**src/rtl/smqg_pkg.sv**
```systemverilog
`timescale 1ns / 1ps
// Shared types, constants and helpers for the sphere mesh quad generator.
// Used by every module of the block; depends on nothing else.
package smqg_pkg;

    // Grid limits and register reset values.
    localparam logic [8:0]  MAX_RINGS       = 9'd256;
    localparam logic [8:0]  MAX_SECTORS     = 9'd256;
    localparam logic [8:0]  RING_RESET      = 9'd16;
    localparam logic [8:0]  SECTOR_RESET    = 9'd16;
    localparam logic [15:0] RADIUS_RESET    = 16'd256;

    // Phase and fixed-point constants.
    localparam int          PHASE_W         = 24;
    localparam logic [22:0] QUARTER_TURN    = 23'h400000;
    localparam logic [30:0] HALF_PI_Q30     = 31'd1686629713;
    localparam logic [30:0] ONE_Q30         = 31'h40000000;

    // Pipeline depths of the back end.
    localparam int          PHASE_LAT       = 3;
    localparam int          SINE_LAT        = 16;
    localparam int          SB_DEPTH        = PHASE_LAT + SINE_LAT;

    // Divider sweep length for the grid reciprocals.
    localparam logic [4:0]  DIV_LAST        = 5'd24;

    // Horner divisors of the sine series and their floor(2^32/k) reciprocals.
    localparam logic [6:0]  HORNER_DIV   [4] = '{7'd72, 7'd42, 7'd20, 7'd6};
    localparam logic [29:0] HORNER_RECIP [4] = '{30'd59652323, 30'd102261126,
                                                 30'd214748364, 30'd715827882};

    // Configuration register indexes.
    typedef enum logic [1:0] {
        CFG_RING_COUNT    = 2'd0,
        CFG_SECTOR_COUNT  = 2'd1,
        CFG_SPHERE_RADIUS = 2'd2
    } cfg_reg_t;

    // Grid setup handed from the setup unit to the datapath.
    typedef struct packed {
        logic        ready;
        logic [8:0]  rings;
        logic [8:0]  sectors;
        logic [15:0] radius;
        logic [23:0] q_th;
        logic [7:0]  rm_th;
        logic [7:0]  d_th;
        logic [24:0] q_ph;
        logic [7:0]  rm_ph;
        logic [7:0]  d_ph;
    } grid_cfg_t;

    // One classified quad waiting in the queue.
    typedef struct packed {
        logic [7:0] ring;
        logic [7:0] sector;
        logic       err;
    } quad_t;

    // Control that travels beside the corner datapath.
    typedef struct packed {
        logic       valid;
        logic [1:0] corner;
        logic       err;
    } corner_sb_t;

    // Arithmetic shift right with rounding half away from zero.
    function automatic logic signed [63:0] round_shift(input logic signed [63:0] v,
                                                       input int unsigned sh);
        logic [63:0] mag;
        logic [63:0] m;
        mag = v[63] ? 64'(-v) : 64'(v);
        m   = (mag + (64'd1 << (sh - 1))) >> sh;
        return v[63] ? -$signed(m) : $signed(m);
    endfunction

endpackage

```
**src/rtl/smqg_front.sv**
```systemverilog
`timescale 1ns / 1ps
// Front end: accepts quad words, flags quads outside the grid and queues them
// for the back end. Depends on smqg_pkg.
module smqg_front (
    input  logic                clk,
    input  logic                rst_n,
    input  smqg_pkg::grid_cfg_t grid,
    input  logic                in_valid,
    output logic                in_ready,
    input  logic [7:0]          ring_index,
    input  logic [7:0]          sector_index,
    output logic                q_valid,
    output smqg_pkg::quad_t     q_head,
    input  logic                q_pop
);
    import smqg_pkg::*;

    quad_t      mem [4];
    logic [1:0] wr_ptr_reg;
    logic [1:0] rd_ptr_reg;
    logic [2:0] count_reg;
    logic       push;
    logic       err;

    assign in_ready = (count_reg != 3'd4) && grid.ready;
    assign push     = in_valid && in_ready;
    assign q_valid  = count_reg != 3'd0;
    assign q_head   = mem[rd_ptr_reg];

    // Quad lies outside the grid when either corner row or column overruns.
    assign err = (grid.rings < 9'd2) || (grid.sectors < 9'd2) ||
                 ({2'b0, ring_index} + 10'd2 > {1'b0, grid.rings}) ||
                 ({2'b0, sector_index} + 10'd2 > {1'b0, grid.sectors});

    // Queue storage.
    always_ff @(posedge clk)
    begin
        if (push)
        begin
            mem[wr_ptr_reg] <= '{ring: ring_index, sector: sector_index, err: err};
        end
    end

    // Queue pointers and fill count.
    always_ff @(posedge clk or negedge rst_n)
    begin
        if (!rst_n)
        begin
            wr_ptr_reg <= '0;
            rd_ptr_reg <= '0;
            count_reg  <= '0;
        end
        else
        begin
            if (push)
            begin
                wr_ptr_reg <= wr_ptr_reg + 2'd1;
            end
            if (q_pop)
            begin
                rd_ptr_reg <= rd_ptr_reg + 2'd1;
            end
            if (push && !q_pop)
            begin
                count_reg <= count_reg + 3'd1;
            end
            else if (!push && q_pop)
            begin
                count_reg <= count_reg - 3'd1;
            end
        end
    end

endmodule

```
**config.mk**
```make
export PLATFORM = sky130hd
export DESIGN_NAME = smqg_front
export DESIGN_NICKNAME = d
export VERILOG_FILES = /design/src/rtl/smqg_pkg.sv /design/src/rtl/smqg_front.sv
export SDC_FILE = /design/constraint.sdc
export NUM_CORES = 1
export LEC_CHECK = 0
export ABC_AREA = 1
export BUFFER_PORTS_ARGS = -buffer_cell sky130_fd_sc_hd__clkbuf_2
export CELL_PAD_IN_SITES_DETAIL_PLACEMENT = 1
export CELL_PAD_IN_SITES_GLOBAL_PLACEMENT = 1
export CORE_MARGIN = 4
export CORE_UTILIZATION = 39
export DETAILED_ROUTE_END_ITERATION = 6
export PLACE_DENSITY_LB_ADDON = 0.3
export SYNTH_ARGS = -nofsm -noshare
export SYNTH_HDL_FRONTEND = slang
export SYNTH_SLANG_ARGS = --single-unit
```
**constraint.sdc**
```tcl
create_clock -name clk -period 3.3 [get_ports clk]
set_clock_uncertainty 0.1 [all_clocks]
set_input_delay 0.66 -clock clk [delete_from_list [all_inputs] [get_ports clk]]
set_output_delay 0.66 -clock clk [all_outputs]
set_load 0.02 [all_outputs]
```
==> flow_summary.html <==
<table>
<tr><th>Metric</th><th>Value</th></tr>
<tr><th colspan="2">Die</th></tr>
<tr><td>Chip width</td><td>106.1 um</td></tr>
<tr><td>Floorplan die height</td><td>106.1 um</td></tr>
<tr><td>Core region area</td><td>9328 um2</td></tr>
<tr><td>Starting utilization of the core area</td><td>40.25%</td></tr>
<tr><td>Die footprint</td><td>11260 um2</td></tr>
<tr><td>Boundary Pins</td><td>155</td></tr>
<tr><td>Row Count</td><td>35</td></tr>
<tr><th colspan="2">Worst setup path</th></tr>
<tr><td>Crit path max-delay family</td><td>flip-flops</td></tr>
<tr><td>Arrival time at the worst endpoint</td><td>1.98 ns</td></tr>
<tr><td>R2R setup slack</td><td>1.23 ns</td></tr>
<tr><td>Sequence of cells on the critical path</td><td>inv_2 -&gt; o21ai_0 -&gt; o22ai_1 -&gt; clkbuf_2</td></tr>
<tr><td>Worst Path Buf+Inv</td><td>2</td></tr>
<tr><td>Slowest library cell on the worst path</td><td>dfrtp_1</td></tr>
<tr><td>Critical-path maximum fanout</td><td>18</td></tr>
<tr><td>Required time of the worst setup path</td><td>2.54 ns</td></tr>
<tr><td>Highest cell delay on the worst timing path</td><td>0.63 ns</td></tr>
<tr><td>Crit Path Category</td><td>reg2out</td></tr>
<tr><td>Category of the worst setup path launch point</td><td>flip-flop</td></tr>
<tr><td>Critical Path End Type</td><td>primary output</td></tr>
<tr><th colspan="2">Placement</th></tr>
<tr><td>Hpwl dp</td><td>5868 um</td></tr>
<tr><td>IO Port Bufs</td><td>57</td></tr>
<tr><td>Placed Cells incl. Taps</td><td>517</td></tr>
<tr><td>Gpl congestion</td><td>0.7465</td></tr>
<tr><td>Placed cell areas</td><td>4169 um2</td></tr>
<tr><th colspan="2">Detailed routing</th></tr>
<tr><td>First-pass iteration count of the detailed router</td><td>4</td></tr>
<tr><td>Routed vias/inst</td><td>4.814</td></tr>
<tr><td>Final routed wirelength across all metal layers</td><td>8262 um</td></tr>
<tr><td>Post-route DRC violation count</td><td>0</td></tr>
<tr><td>Number of DRC violations after detailed-routing iteration 0</td><td>168</td></tr>
<tr><td>Number of nets still failing antenna checks after routing</td><td>0</td></tr>
<tr><td>Routed length per placed instance</td><td>15.50 um</td></tr>
<tr><td>Vias after detailed routing</td><td>2566</td></tr>
<tr><th colspan="2">Worst hold path</th></tr>
<tr><td>Min-delay worst type</td><td>in2async</td></tr>
<tr><th colspan="2">Timing</th></tr>
<tr><td>Final period demand of the worst path</td><td>2.743 ns</td></tr>
<tr><td>Maximum clock rate</td><td>364.6 MHz</td></tr>
<tr><td>Number of setup violations in the final report</td><td>0</td></tr>
<tr><td>Setup repair after global routing missed its margin</td><td>no</td></tr>
<tr><td>Worst Tran Pin Value</td><td>0.6456 ns</td></tr>
<tr><td>Total negative setup slack</td><td>0 ns</td></tr>
<tr><td>Final hold viol count</td><td>0</td></tr>
<tr><td>Headroom to the max-slew limit</td><td>56.96%</td></tr>
<tr><td>Pins Over Slew Limit</td><td>0</td></tr>
<tr><td>Period utilisation layout</td><td>83.12%</td></tr>
<tr><th colspan="2">Cells and area</th></tr>
<tr><td>Flip-flop count of the largest register, all copies and words added</td><td>68</td></tr>
<tr><td>Area growth syn-to-layout</td><td>16.79%</td></tr>
<tr><td>Non-Filler Cell Area, Final</td><td>4385 um2</td></tr>
<tr><td>Final standard cell count with taps included and fillers excluded</td><td>533</td></tr>
<tr><td>Fraction of final layout cells sized beyond drive strength 1</td><td>21.78%</td></tr>
<tr><td>Layout net count</td><td>561</td></tr>
<tr><td>Diode count</td><td>0</td></tr>
<tr><th colspan="2">CTS</th></tr>
<tr><td>Clock H-tree levels</td><td>3</td></tr>
<tr><td>Number of buffers inserted by post-CTS setup repair</td><td>0</td></tr>
<tr><td>Total of hold buffers inserted after clock tree synthesis</td><td>0</td></tr>
<tr><td>Sinks on Clock Net</td><td>75</td></tr>
<tr><td>Clock Path Buffers</td><td>2</td></tr>
<tr><td>Clock tree from TritonCTS</td><td>yes</td></tr>
<tr><td>Clk root buf</td><td>clkbuf_8</td></tr>
<tr><td>Post-cts repair resize count</td><td>0</td></tr>
<tr><td>Num CTS Buffers</td><td>9</td></tr>
<tr><td>Clock network latency to the later pin of the worst-skew pair</td><td>0.34 ns</td></tr>
<tr><td>Clock-pin slew on the worst setup and hold paths</td><td>0.08 ns</td></tr>
<tr><th colspan="2">Power</th></tr>
<tr><td>Portion of total power attributed to combinational logic</td><td>36.3%</td></tr>
<tr><td>Switching share of power</td><td>38.46%</td></tr>
<tr><td>Peak supply drop</td><td>226.5 uV</td></tr>
<tr><td>Net switching power</td><td>1.244 mW</td></tr>
<tr><td>Pint</td><td>1.991 mW</td></tr>
<tr><td>Power density relative to cell area</td><td>737.7 nW/um2</td></tr>
<tr><td>Power share of the clock group</td><td>23.6%</td></tr>
<tr><td>Sequential cell fraction of total power</td><td>40.0%</td></tr>
<tr><td>Leakage power total</td><td>1.858 nW</td></tr>
<tr><th colspan="2">Synth</th></tr>
<tr><td>Library cell with the largest summed area after synthesis</td><td>edfxtp_1</td></tr>
<tr><td>Share of the synthesized area in the top cell type</td><td>54.38%</td></tr>
<tr><td>Post-Synth Simple-Gate Area</td><td>11.53%</td></tr>
<tr><td>Top cells by count, synth</td><td>edfxtp_1 (68), nor2_1 (47), inv_1 (46)</td></tr>
<tr><td>Synthesized area per cell</td><td>11.24 um2</td></tr>
<tr><td>Share of synthesized registers carrying an async set or reset</td><td>9.333%</td></tr>
<tr><td>Most frequent cell after synthesis</td><td>edfxtp_1</td></tr>
<tr><td>Largest cells by area after synthesis</td><td>edfxtp_1 (54%), ha_1 (8.3%), nor2_1 (4.7%)</td></tr>
<tr><td>Post-Synth XOR/XNOR Area</td><td>3.499%</td></tr>
<tr><td>Synthesized instance count</td><td>334</td></tr>
<tr><td>Synthesized cell area</td><td>3755 um2</td></tr>
<tr><td>Sequential-to-total area share from yosys stat</td><td>59.05%</td></tr>
<tr><td>Dominant combinational cell family by area after synthesis</td><td>simple AND/OR/NAND/NOR gates</td></tr>
<tr><td>Number of nets produced by synthesis</td><td>496</td></tr>
<tr><td>Number of enable-type register cells in the synthesized netlist</td><td>68</td></tr>
<tr><td>Primary FF master, synth</td><td>edfxtp_1</td></tr>
<tr><td>Adder and majority cell fraction of the synthesized area</td><td>8.864%</td></tr>
<tr><td>Yosys warning count</td><td>0</td></tr>
<tr><td>Portion of netlist area occupied by mux cells</td><td>0%</td></tr>
<tr><td>FF+latch count, synth</td><td>75</td></tr>
<tr><td>Post-synth cell types</td><td>28</td></tr>
<tr><td>Share of the synthesized area in compound gates (AO/OA/AOI/OAI)</td><td>9.397%</td></tr>
<tr><th colspan="2">Global route</th></tr>
<tr><td>Total overflow reported by the global router</td><td>0</td></tr>
<tr><td>Maximum number of pins on one net before global-route repair</td><td>35</td></tr>
<tr><td>Antenna violations before repair</td><td>0</td></tr>
<tr><td>Wire length of the first global-routing pass</td><td>13370 um</td></tr>
<tr><td>Global router's overall resource usage</td><td>15.59%</td></tr>
<tr><td>Via count of the first global-routing pass</td><td>2688</td></tr>
<tr><th colspan="2">Flow run</th></tr>
<tr><td>Number of maximum-capacitance constraint violations</td><td>0</td></tr>
<tr><th colspan="2">Run status</th></tr>
<tr><td>Outcome</td><td>finished, final reports clean</td></tr>
</table>
[layout make-up]
cell class / count / area, um2
Clock buffer: 10 / 127.6
Timing Repair Buffer: 63 / 342.8
Sequential cell: 75 / 2217
Clock inverter: 6 / 88.84
Inverter: 50 / 197.7
Multi-Input combinational cell: 200 / 1250
Tap cell: 129 / 161.4
Fill cell: 1054 / 4942
[power by group through the flow]
stage	clock network, mW	registers, mW	logic [mW]
after global placement	0	1.31	1.15
after CTS	0.780	1.30	1.21
final	0.764	1.30	1.18
after detailed placement	0	1.32	1.20
after global routing	0.822	1.32	1.31
after floorplan	0	1.25	0.893
[stage by stage]
stage	utilization [%]	setup WS, ns	hold WS [ns]	power [mW]
final	47.02	0.5571	0.03940	3.235
after global routing	47.02	0.4275	0.03503	3.448
after CTS	47.02	0.5045	0.02595	3.285
after detailed placement	44.69	0.4583	0.4111	2.517
after global placement	44.69	0.4782	0.4073	2.467
after floorplan	-	0.9455	0.2644	2.141
[worst register-to-register path, stage by stage (launching register included)]
cell and delay (ns):
dfrtp_1 0.38, inv_1 0.10, a31oi_4 0.21, nand2_4 0.11
clkinv_4 0.06, ha_1 0.13, inv_1 0.07, fa_1 0.39
a21oi_1 0.15, o21ai_0 0.11, xor2_1 0.15
[kinds of logic after synthesis]
family	after synthesis
AO/OA/AOI/OAI	62
XOR/XNOR	15
flip-flops	75
AND/OR/NAND/NOR	97
adder cells (fa/ha/maj)	26
buffers and inverters	59
[cells in the final DEF (no fill, tap or decap), types with 3 or more instances in the layout]
cell       n
o22ai_1   17
dfrtp_1    7
ha_1      25
clkbuf_8   9
buf_4      5
nand3_1    9
a21oi_1    6
nor2_1    47
o21ai_0   33
o21ai_1    3
xor2_1    12
edfxtp_1  68
xnor2_1    3
nand4_1    4
nand3b_1   3
inv_1     46
clkbuf_2  57
nand2_1   26
[layer usage]
layer / vias to the layer above / part of all wire [%] / GRT usage (%)
met3: 8 / 5.1 / 3.582
li1: 1281 / - / -
met4: 0 / 1.4 / 5.180
met2: 59 / 50 / 27.06
met1: 1218 / 43 / 19.12
met5: - / 0 / 0
[final timing paths]
path	from	end	cells after the start
setup / recovery	rd_ptr_reg[1]	q_head[11]	4
hold / removal	rst_n	count_reg[2]	1
setup reg to reg	count_reg[1]	count_reg[2]	10
hold reg to reg	count_reg[0]	count_reg[0]	1
max in group asynchronous	rst_n	count_reg[1]	1
min in group clk	q_pop	rd_ptr_reg[0]	2
No activity file was read; power rests on OpenSTA's default activity.
