==> config.mk <==
export PLATFORM = sky130hd
export DESIGN_NAME = smqg_setup
export DESIGN_NICKNAME = d
export VERILOG_FILES = /design/src/rtl/smqg_pkg.sv /design/src/rtl/smqg_setup.sv
export SDC_FILE = /design/constraint.sdc
export NUM_CORES = 1
export LEC_CHECK = 0
export ABC_AREA = 1
export BUFFER_PORTS_ARGS = -buffer_cell sky130_fd_sc_hd__buf_2
export CAP_MARGIN = 20
export CORE_MARGIN = 4
export CORE_UTILIZATION = 48
export CTS_CLUSTER_SIZE = 20
export DETAILED_ROUTE_END_ITERATION = 12
export PLACE_DENSITY_LB_ADDON = 0.2
export SETUP_SLACK_MARGIN = 0.05
export SYNTH_ARGS = -nofsm -noshare
export SYNTH_HDL_FRONTEND = slang
export SYNTH_SLANG_ARGS = --single-unit
==> constraint.sdc <==
create_clock -name clk -period 2.8 [get_ports clk]
set_input_delay 0.84 -clock clk [delete_from_list [all_inputs] [get_ports clk]]
set_output_delay 0.84 -clock clk [all_outputs]
set_load 0.02 [all_outputs]
==> src/rtl/smqg_pkg.sv <==
`timescale 1ns / 1ps
// Shared types, constants and helpers for the sphere mesh quad generator.
// Used by every module of the block; depends on nothing else.
package smqg_pkg;

    // Grid limits and register reset values.
    localparam logic [8:0]  MAX_RINGS       = 9'd256;
    localparam logic [8:0]  MAX_SECTORS     = 9'd256;
    localparam logic [8:0]  RING_RESET      = 9'd16;
    localparam logic [8:0]  SECTOR_RESET    = 9'd16;
    localparam logic [15:0] RADIUS_RESET    = 16'd256;

    // Phase and fixed-point constants.
    localparam int          PHASE_W         = 24;
    localparam logic [22:0] QUARTER_TURN    = 23'h400000;
    localparam logic [30:0] HALF_PI_Q30     = 31'd1686629713;
    localparam logic [30:0] ONE_Q30         = 31'h40000000;

    // Pipeline depths of the back end.
    localparam int          PHASE_LAT       = 3;
    localparam int          SINE_LAT        = 16;
    localparam int          SB_DEPTH        = PHASE_LAT + SINE_LAT;

    // Divider sweep length for the grid reciprocals.
    localparam logic [4:0]  DIV_LAST        = 5'd24;

    // Horner divisors of the sine series and their floor(2^32/k) reciprocals.
    localparam logic [6:0]  HORNER_DIV   [4] = '{7'd72, 7'd42, 7'd20, 7'd6};
    localparam logic [29:0] HORNER_RECIP [4] = '{30'd59652323, 30'd102261126,
                                                 30'd214748364, 30'd715827882};

    // Configuration register indexes.
    typedef enum logic [1:0] {
        CFG_RING_COUNT    = 2'd0,
        CFG_SECTOR_COUNT  = 2'd1,
        CFG_SPHERE_RADIUS = 2'd2
    } cfg_reg_t;

    // Grid setup handed from the setup unit to the datapath.
    typedef struct packed {
        logic        ready;
        logic [8:0]  rings;
        logic [8:0]  sectors;
        logic [15:0] radius;
        logic [23:0] q_th;
        logic [7:0]  rm_th;
        logic [7:0]  d_th;
        logic [24:0] q_ph;
        logic [7:0]  rm_ph;
        logic [7:0]  d_ph;
    } grid_cfg_t;

    // One classified quad waiting in the queue.
    typedef struct packed {
        logic [7:0] ring;
        logic [7:0] sector;
        logic       err;
    } quad_t;

    // Control that travels beside the corner datapath.
    typedef struct packed {
        logic       valid;
        logic [1:0] corner;
        logic       err;
    } corner_sb_t;

    // Arithmetic shift right with rounding half away from zero.
    function automatic logic signed [63:0] round_shift(input logic signed [63:0] v,
                                                       input int unsigned sh);
        logic [63:0] mag;
        logic [63:0] m;
        mag = v[63] ? 64'(-v) : 64'(v);
        m   = (mag + (64'd1 << (sh - 1))) >> sh;
        return v[63] ? -$signed(m) : $signed(m);
    endfunction

endpackage

==> src/rtl/smqg_setup.sv <==
`timescale 1ns / 1ps
// Configuration registers and the bit-serial divider that derives the
// per-grid phase constants. Depends on smqg_pkg.
module smqg_setup (
    input  logic                clk,
    input  logic                rst_n,
    input  logic                cfg_valid,
    output logic                cfg_ready,
    input  logic [1:0]          cfg_index,
    input  logic [15:0]         cfg_data,
    output smqg_pkg::grid_cfg_t grid
);
    import smqg_pkg::*;

    logic [8:0]  ring_reg;
    logic [8:0]  sector_reg;
    logic [15:0] radius_reg;
    logic        busy_reg;
    logic [4:0]  cnt_reg;
    logic [7:0]  rem_th_reg;
    logic [7:0]  rem_ph_reg;
    logic [24:0] quo_th_reg;
    logic [24:0] quo_ph_reg;

    logic [8:0]  rings;
    logic [8:0]  sectors;
    logic [7:0]  d_th;
    logic [7:0]  d_ph;
    logic        restart;
    logic [8:0]  sh_th;
    logic [8:0]  sh_ph;
    logic        ge_th;
    logic        ge_ph;
    logic [7:0]  rem_th_next;
    logic [7:0]  rem_ph_next;

    assign cfg_ready = 1'b1;

    // Counts above the grid limit are used as the limit.
    assign rings   = (ring_reg > MAX_RINGS) ? MAX_RINGS : ring_reg;
    assign sectors = (sector_reg > MAX_SECTORS) ? MAX_SECTORS : sector_reg;
    assign d_th    = 8'(rings - 9'd1);
    assign d_ph    = 8'(sectors - 9'd1);

    // Register writes; a new count restarts the divider.
    always_ff @(posedge clk or negedge rst_n)
    begin
        if (!rst_n)
        begin
            ring_reg   <= RING_RESET;
            sector_reg <= SECTOR_RESET;
            radius_reg <= RADIUS_RESET;
        end
        else if (cfg_valid)
        begin
            unique case (cfg_index)
                CFG_RING_COUNT:    ring_reg   <= cfg_data[8:0];
                CFG_SECTOR_COUNT:  sector_reg <= cfg_data[8:0];
                CFG_SPHERE_RADIUS: radius_reg <= cfg_data;
                default:           ;
            endcase
        end
    end

    assign restart = cfg_valid &&
                     (cfg_index == CFG_RING_COUNT || cfg_index == CFG_SECTOR_COUNT);

    // One restoring step per cycle for 2^23/d_th and 2^24/d_ph, MSB first.
    always_comb
    begin
        sh_th = {rem_th_reg, cnt_reg == 5'd1};
        sh_ph = {rem_ph_reg, cnt_reg == 5'd0};
        ge_th = sh_th >= {1'b0, d_th};
        ge_ph = sh_ph >= {1'b0, d_ph};
        rem_th_next = ge_th ? 8'(sh_th - {1'b0, d_th}) : sh_th[7:0];
        rem_ph_next = ge_ph ? 8'(sh_ph - {1'b0, d_ph}) : sh_ph[7:0];
    end

    always_ff @(posedge clk or negedge rst_n)
    begin
        if (!rst_n)
        begin
            busy_reg   <= 1'b1;
            cnt_reg    <= '0;
            rem_th_reg <= '0;
            rem_ph_reg <= '0;
            quo_th_reg <= '0;
            quo_ph_reg <= '0;
        end
        else if (restart)
        begin
            busy_reg   <= 1'b1;
            cnt_reg    <= '0;
            rem_th_reg <= '0;
            rem_ph_reg <= '0;
            quo_th_reg <= '0;
            quo_ph_reg <= '0;
        end
        else if (busy_reg)
        begin
            rem_th_reg <= rem_th_next;
            rem_ph_reg <= rem_ph_next;
            quo_th_reg <= {quo_th_reg[23:0], ge_th};
            quo_ph_reg <= {quo_ph_reg[23:0], ge_ph};
            cnt_reg    <= cnt_reg + 5'd1;
            if (cnt_reg == DIV_LAST)
            begin
                busy_reg <= 1'b0;
            end
        end
    end

    assign grid.ready   = !busy_reg;
    assign grid.rings   = rings;
    assign grid.sectors = sectors;
    assign grid.radius  = radius_reg;
    assign grid.q_th    = quo_th_reg[23:0];
    assign grid.rm_th   = rem_th_reg;
    assign grid.d_th    = d_th;
    assign grid.q_ph    = quo_ph_reg;
    assign grid.rm_ph   = rem_ph_reg;
    assign grid.d_ph    = d_ph;

endmodule

==> flow_metrics.env, run 1 <==
export IMPL_critPathMaxFanout=8
export IMPL_coreArea_mm2=0.0109
export IMPL_syn_num_nets=677
export IMPL_grt_pass1_vias=5356
export IMPL_critPathMaxStageDelay_ns=0.39
export IMPL_yosys_area_top_type_share_pct=46.9
export IMPL_cp_common_cell="nand2_2"
export IMPL_wl_um=17600
export IMPL_startpoint_type="flip-flop"
export IMPL_largest_reg_flops=25
export IMPL_critPathLaunch="ring_reg[2]"
export IMPL_synth_most_common_cell="inv_1"
export IMPL_post_route_min_period_ns=3.13
export IMPL_yosys_cell_types_count=42
export IMPL_grt_pass1_wl_um=25900
export IMPL_slowest_stage="dfrtp_1"
export IMPL_ys_ff_latch=105
export IMPL_num_vias=5394
export IMPL_grt_use_total_pct=25.0
export IMPL_dp_cells=963
export IMPL_max_clock_path_buffers=2
export IMPL_final_cells=1019
export IMPL_crit_type="reg -> reg"
export IMPL_synth_flop_cell="dfrtp_1"
export IMPL_crit_required_ns=3.09
export IMPL_crit_arrival_ns=3.42
export IMPL_worst_pin_slew_ns=0.672
export IMPL_cts_tree="yes"
export IMPL_cap_violations=0
export IMPL_synth_common_cells="inv_1 (127), nand2_1 (121), dfrtp_1 (101), o22ai_1 (45), nand3_1 (42)"
export IMPL_worstSetupEndpointType="flip-flop"
export IMPL_dpl_cell_area_mm2=0.00689
export IMPL_io_buffers=136
export IMPL_drtIter0Drc=420
export IMPL_die_x_um=114
export IMPL_grt_overflow_total=0
export IMPL_reg2reg_from="ring_reg[2]"
export IMPL_first_pass_iters=5
export IMPL_max_freq_mhz=319
export IMPL_root_buffer="clkbuf_16"
export IMPL_path_cells="nor2_2 -> nand2_2 -> o21ai_4 -> nand2_2 -> ha_4 -> inv_4 -> xor2_4 -> inv_2 -> ha_4 -> nand2_2 -> nand2_2 -> a21oi_4 -> nor2_1 -> o21ai_1 -> nand2_1 -> nand3_2 -> nand2_2 -> nand2_4 -> nand2_8 -> nand2_8 -> nand2_8 -> nand2_4 -> nand3_2 -> nand2_1"
export IMPL_hold_path_class="reg -> reg"
export IMPL_antenna_cells=0
export IMPL_antenna_found_initial=0
export IMPL_final_max_slew_viol_count=0
export IMPL_cellPowerDensity_mw_per_mm2=1150
export IMPL_ys_async_sr_fraction_pct=100
export IMPL_avgSynthCellArea_um2=8.47
export IMPL_yosys_top_cells_area="dfrtp_1 (47%), inv_1 (8.8%), nand2_1 (8.4%)"
export IMPL_cts_buffers=9
export IMPL_clock_latency_ns=0.35
export IMPL_status="finished, violations left"
export IMPL_pre_cts_ws_ns=-0.211
export IMPL_synth_seq_area_share_pct=48.9
export IMPL_postLayoutCellArea_mm2=0.00816
export IMPL_drc=0
export IMPL_power_leakage_nw=4.30
export IMPL_failed_checks="setup timing"
export IMPL_skew_ns=0.00446
export IMPL_start_util_pct=49.3
export IMPL_ys_warn_count=0
export IMPL_cp_endpoint="rem_th_reg[4]"
export IMPL_finalHoldViolations=0
export IMPL_dp_hpwl_um=11000
export IMPL_rows=38
export IMPL_max_slew_margin_pct=55.1
export IMPL_fin_crit_sh_pct=112
export IMPL_h_tree_depth=3
export IMPL_io_pins=138
export IMPL_vdd_ir_drop_max_uv=958
export IMPL_reg2reg_slack_ns=-0.33
export IMPL_final_nets=916
export IMPL_reg2reg_to="rem_th_reg[4]"
export IMPL_rr_worst_depth=24
export IMPL_setup_violations=25
export IMPL_rsz0062_at_grt="true"
export IMPL_synth_top_area_cell="dfrtp_1"
export IMPL_postRouteAntennaNets=0
export IMPL_wire_per_inst_um=17.3
export IMPL_clk_pin_slew_ns=0.07
export IMPL_cts_sinks=105
export IMPL_die_h_um=114
export IMPL_synth_edf_count=0
export IMPL_place_gp_congestion=0.918
export IMPL_synth_cell_area_mm2=0.00539
export IMPL_dieArea_mm2=0.0130
export IMPL_syn_inst=636
export IMPL_viasPerCell=5.29
export IMPL_syn_to_final_growth_pct=51.5
export IMPL_grt_max_degree=50
export IMPL_drive_gt1_share_pct=47.7
export IMPL_cts_hold_buf=0
export IMPL_fin_ws_ns=-0.333
-- logic make-up (layout without fill, tap and decap cells) --
family / Yosys count / count (layout) / share of synthesized area (%)
flip-flops: 105 / 105 / 48.9
adder cells (fa/ha/maj): 20 / 20 / 4.92
XOR/XNOR: 17 / 17 / 2.90
other: 1 / 1 / 0.0696
multiplexers: 7 / 7 / 1.46
AND/OR/NAND/NOR: 225 / 226 / 18.9
AO/OA/AOI/OAI: 106 / 106 / 11.4
buffers and inverters: 155 / 397 / 11.4
-- layer usage --
| layer | part of all wire, % | vias to the layer above | track usage (%) |
|---|---|---|---|
| li1 | - | 2499 | - |
| met1 | 39 | 2615 | 31.5 |
| met2 | 51 | 226 | 41.8 |
| met3 | 6.3 | 54 | 5.89 |
| met4 | 3.5 | 0 | 9.42 |
| met5 | 0 | - | 0 |
-- worst max-delay path: cells and delay by family (launching register included) --
kind | cells | cell delay, ns
adder cells (fa/ha/maj) | 2 | 0.44
AND/OR/NAND/NOR | 16 | 1.48
AO/OA/AOI/OAI | 3 | 0.46
flip-flops | 1 | 0.39
buffers and inverters | 2 | 0.13
XOR/XNOR | 1 | 0.16
-- layout by cell type, fill, tap and decap left out, types with 14 or more instances in the layout --
cell	count
buf_4	86
inv_1	107
o21ai_0	35
buf_2	125
inv_2	20
nand3_1	14
nand2_4	14
nand2_1	90
o22ai_1	45
dfrtp_1	101
buf_6	33
nand3_2	30
nand2_2	20
nor2_1	17
-- where the power goes --
| group | leakage, nW | internal, mW | switching, mW |
|---|---|---|---|
| clock network | 0.141 | 0.697 | 0.571 |
| logic | 2.81 | 2.58 | 3.39 |
| registers | 1.35 | 1.83 | 0.309 |
| total | 4.30 | 5.11 | 4.27 |
-- metrics by stage --
stage / setup TNS [ns] / util [%] / hold WS (ns) / total power [mW]
floorplan: -3.57 / - / 0.433 / 4.70
global placement: -1.40 / 63.0 / 0.451 / 6.04
detailed placement: -2.84 / 63.0 / 0.456 / 6.17
CTS: -3.56 / 71.3 / 0.466 / 8.33
global route: -9.95 / 74.6 / 0.506 / 9.87
finish: -6.61 / 74.6 / 0.468 / 9.38
-- layout make-up --
cell class	instances	area (um^2)
multi-input cells	377	2830
fillers	760	2770
flip-flops and latches	105	2630
repair buffers	247	1700
inverters	134	526
clock buffers	10	229
well taps	140	175
clock inverters	5	62.6
repair inverters	1	6.26
-- how the worst min path moves through the flow --
stage | endpoint | startpoint | cells past startpoint | slack [ns]
5_1_grt | cnt_reg[3] | cnt_reg[3] | 1 | 0.51
3_3_place_gp | cnt_reg[3] | cnt_reg[3] | 1 | 0.45
2_1_floorplan | cnt_reg[3] | cnt_reg[3] | 1 | 0.43
3_5_place_dp | cnt_reg[3] | cnt_reg[3] | 1 | 0.46
4_1_cts | cnt_reg[3] | cnt_reg[3] | 1 | 0.47
6_report | cnt_reg[3] | cnt_reg[3] | 1 | 0.47
-- timing repair --
item	CTS	global route
cloned	2	0
setup endpoints to repair	26	29
pin swaps	64	69
setup buffers	30	14
resized for setup	95	72
Note: power is estimated with default switching activity, not from simulation.
==> inputs of run 2 (changes only) <==
==> constraint.sdc (replaced) <==
create_clock -name clk -period 2.8 [get_ports clk]
set_input_delay 0.28 -clock clk [delete_from_list [all_inputs] [get_ports clk]]
set_output_delay 0.28 -clock clk [all_outputs]
set_load 0.02 [all_outputs]
==> run 2 against run 1 <==
  * The run ends with hold timing, setup timing left
  * Sequential power hardly changed
  * Critical path depth fell by 3
  * Power is 16% lower
  * Wire length is 18% lower
  * Sequential share of layout area grew 3.1 points
  * Setup slack improved by 0.17 ns
  * Critical path type unchanged
  * Largest power group unchanged
==> flow_metrics.env, run 2 (synthesized netlist as in run 1, its figures left out) <==
export IMPL_status="finished, violations left"
export IMPL_failed_checks="hold timing, setup timing"
export IMPL_final_common_cell="buf_2"
export IMPL_worst_pin_slew_ns=0.821
export IMPL_cts_tree="yes"
export IMPL_max_slew_margin_pct=45.1
export IMPL_wire_per_inst_um=14.5
export IMPL_largest_reg_flops=25
export IMPL_fin_crit_sh_pct=106
export IMPL_max_clock_path_buffers=2
export IMPL_finalHoldWorstSlack_ns=-0.0142
export IMPL_viasPerCell=4.98
export IMPL_grt_pass1_vias=4886
export IMPL_grt_use_total_pct=22.8
export IMPL_setup_tns_final_ns=-2.44
export IMPL_post_route_min_period_ns=2.97
export IMPL_fin_ws_ns=-0.168
export IMPL_dpl_cell_area_mm2=0.00688
export IMPL_dp_hpwl_um=10700
export IMPL_rows=38
export IMPL_clk_pin_slew_ns=0.07
export IMPL_cap_violations=0
export IMPL_cellPowerDensity_mw_per_mm2=1060
export IMPL_wl_um=14300
export IMPL_power_leakage_nw=4.02
export IMPL_max_freq_mhz=337
export IMPL_postLayoutCellArea_mm2=0.00744
export IMPL_io_buffers=136
export IMPL_final_core_util_pct=68.0
export IMPL_grt_pass1_wl_um=23800
export IMPL_first_pass_iters=5
export IMPL_pre_cts_ws_ns=-0.259
export IMPL_grt_overflow_total=0
export IMPL_mostFrequentLayoutCells="buf_2 (134), inv_1 (116), nand2_1 (108)"
export IMPL_antenna_cells=0
export IMPL_final_max_slew_viol_count=0
export IMPL_die_h_um=114
export IMPL_clock_latency_ns=0.34
export IMPL_final_cells=988
export IMPL_finalHoldViolations=17
export IMPL_antenna_found_initial=0
export IMPL_place_gp_congestion=0.896
export IMPL_drc=0
export IMPL_io_pins=138
export IMPL_hold_path_class="in -> async"
export IMPL_drtIter0Drc=255
export IMPL_die_x_um=114
export IMPL_critPathMaxFanout=7
export IMPL_num_vias=4917
export IMPL_cts_sinks=105
export IMPL_rsz0062_at_grt="true"
export IMPL_final_nets=884
export IMPL_dieArea_mm2=0.0130
export IMPL_skew_ns=0.00482
export IMPL_root_buffer="clkbuf_16"
export IMPL_start_util_pct=49.3
export IMPL_crit_required_ns=3.03
export IMPL_dp_cells=958
export IMPL_h_tree_depth=3
export IMPL_coreArea_mm2=0.0109
export IMPL_syn_to_final_growth_pct=38.0
export IMPL_grt_max_degree=106
export IMPL_crit_type="reg -> reg"
export IMPL_cts_hold_buf=0
export IMPL_crit_arrival_ns=3.20
export IMPL_setup_violations=18
export IMPL_drive_gt1_share_pct=39.2
export IMPL_worstSetupEndpointType="flip-flop"
export IMPL_startpoint_type="flip-flop"
export IMPL_cts_buffers=9
export IMPL_vdd_ir_drop_max_uv=637
export IMPL_postRouteAntennaNets=0
run 2: changes by cell type in the layout (fill, tap and decap cells not counted), sizes merged:
cell | before | now
buf | 247 | 217
inv | 137 | 135
bufinv | 1 | 2
clkbuf | 10 | 11
clkinv | 1 | 2
clkinvlp | 1 | 0
nand2 | 128 | 127
run 2: stage by stage:
step,hold WS [ns],power (mW)
final,-0.0142,7.87
after global routing,0.0398,8.45
after CTS,0.0122,7.67
after detailed placement,0.388,6.25
after global placement,0.382,6.10
after floorplan,-0.0156,4.70
run 2: layout make-up:
class	count	area (um^2)
Tap cell	140	175
Clock buffer	11	243
Sequential cell	105	2630
Clock inverter	5	61.3
Fill cell	928	3500
Multi-Input combinational cell	376	2460
Inverter	134	522
Timing Repair Buffer	217	1350
run 2: final timing paths:
path                                  end           from  cells after the start  slack [ns]
min                        quo_th_reg[19]          rst_n                      2       -0.01
max                         rem_ph_reg[7]  sector_reg[3]                     21       -0.17
max reg2reg                 rem_ph_reg[7]  sector_reg[3]                     21       -0.17
min in group clk           radius_reg[13]   cfg_data[13]                      2        0.17
min reg2reg                 radius_reg[5]  radius_reg[5]                      2        0.49
max in group asynchronous   radius_reg[8]          rst_n                      2        2.38
run 2: what timing repair did:
| item | 4_1_cts | 5_1_grt |
|---|---|---|
| pin swaps | 42 | 38 |
| gates resized for setup | 14 | 23 |
| setup buffers | 7 | 7 |
| endpoints found under the setup margin | 18 | 19 |
run 2: metal layers:
layer / vias to the layer above / track usage (%) / wire length, um
li1: 2451 / - / -
met1: 2329 / 31.3 / 6360
met2: 118 / 37.3 / 7100
met3: 19 / 3.87 / 633
met4: 0 / 6.89 / 248
met5: - / 0 / 0
run 2: worst max-delay path: stages (launching register included):
cell      delay (ns)
dfrtp_1         0.39
inv_2           0.06
nand4_1         0.11
o21ai_2         0.18
inv_2           0.10
nor2_4          0.14
inv_4           0.05
ha_4            0.17
xor2_4          0.18
inv_2           0.06
ha_4            0.24
a21oi_2         0.15
nand2_2         0.08
a21oi_2         0.12
o21bai_1        0.11
a21oi_2         0.16
o21ai_2         0.09
nand2_2         0.14
buf_12          0.13
nand3b_1        0.07
nand3_1         0.08
nand2_1         0.05
run 2: where the power goes:
part	total, mW	switching (mW)	internal, mW
clock network	1.30	0.572	0.725
logic	4.47	2.52	1.94
registers	2.11	0.281	1.83
total	7.87	3.38	4.50
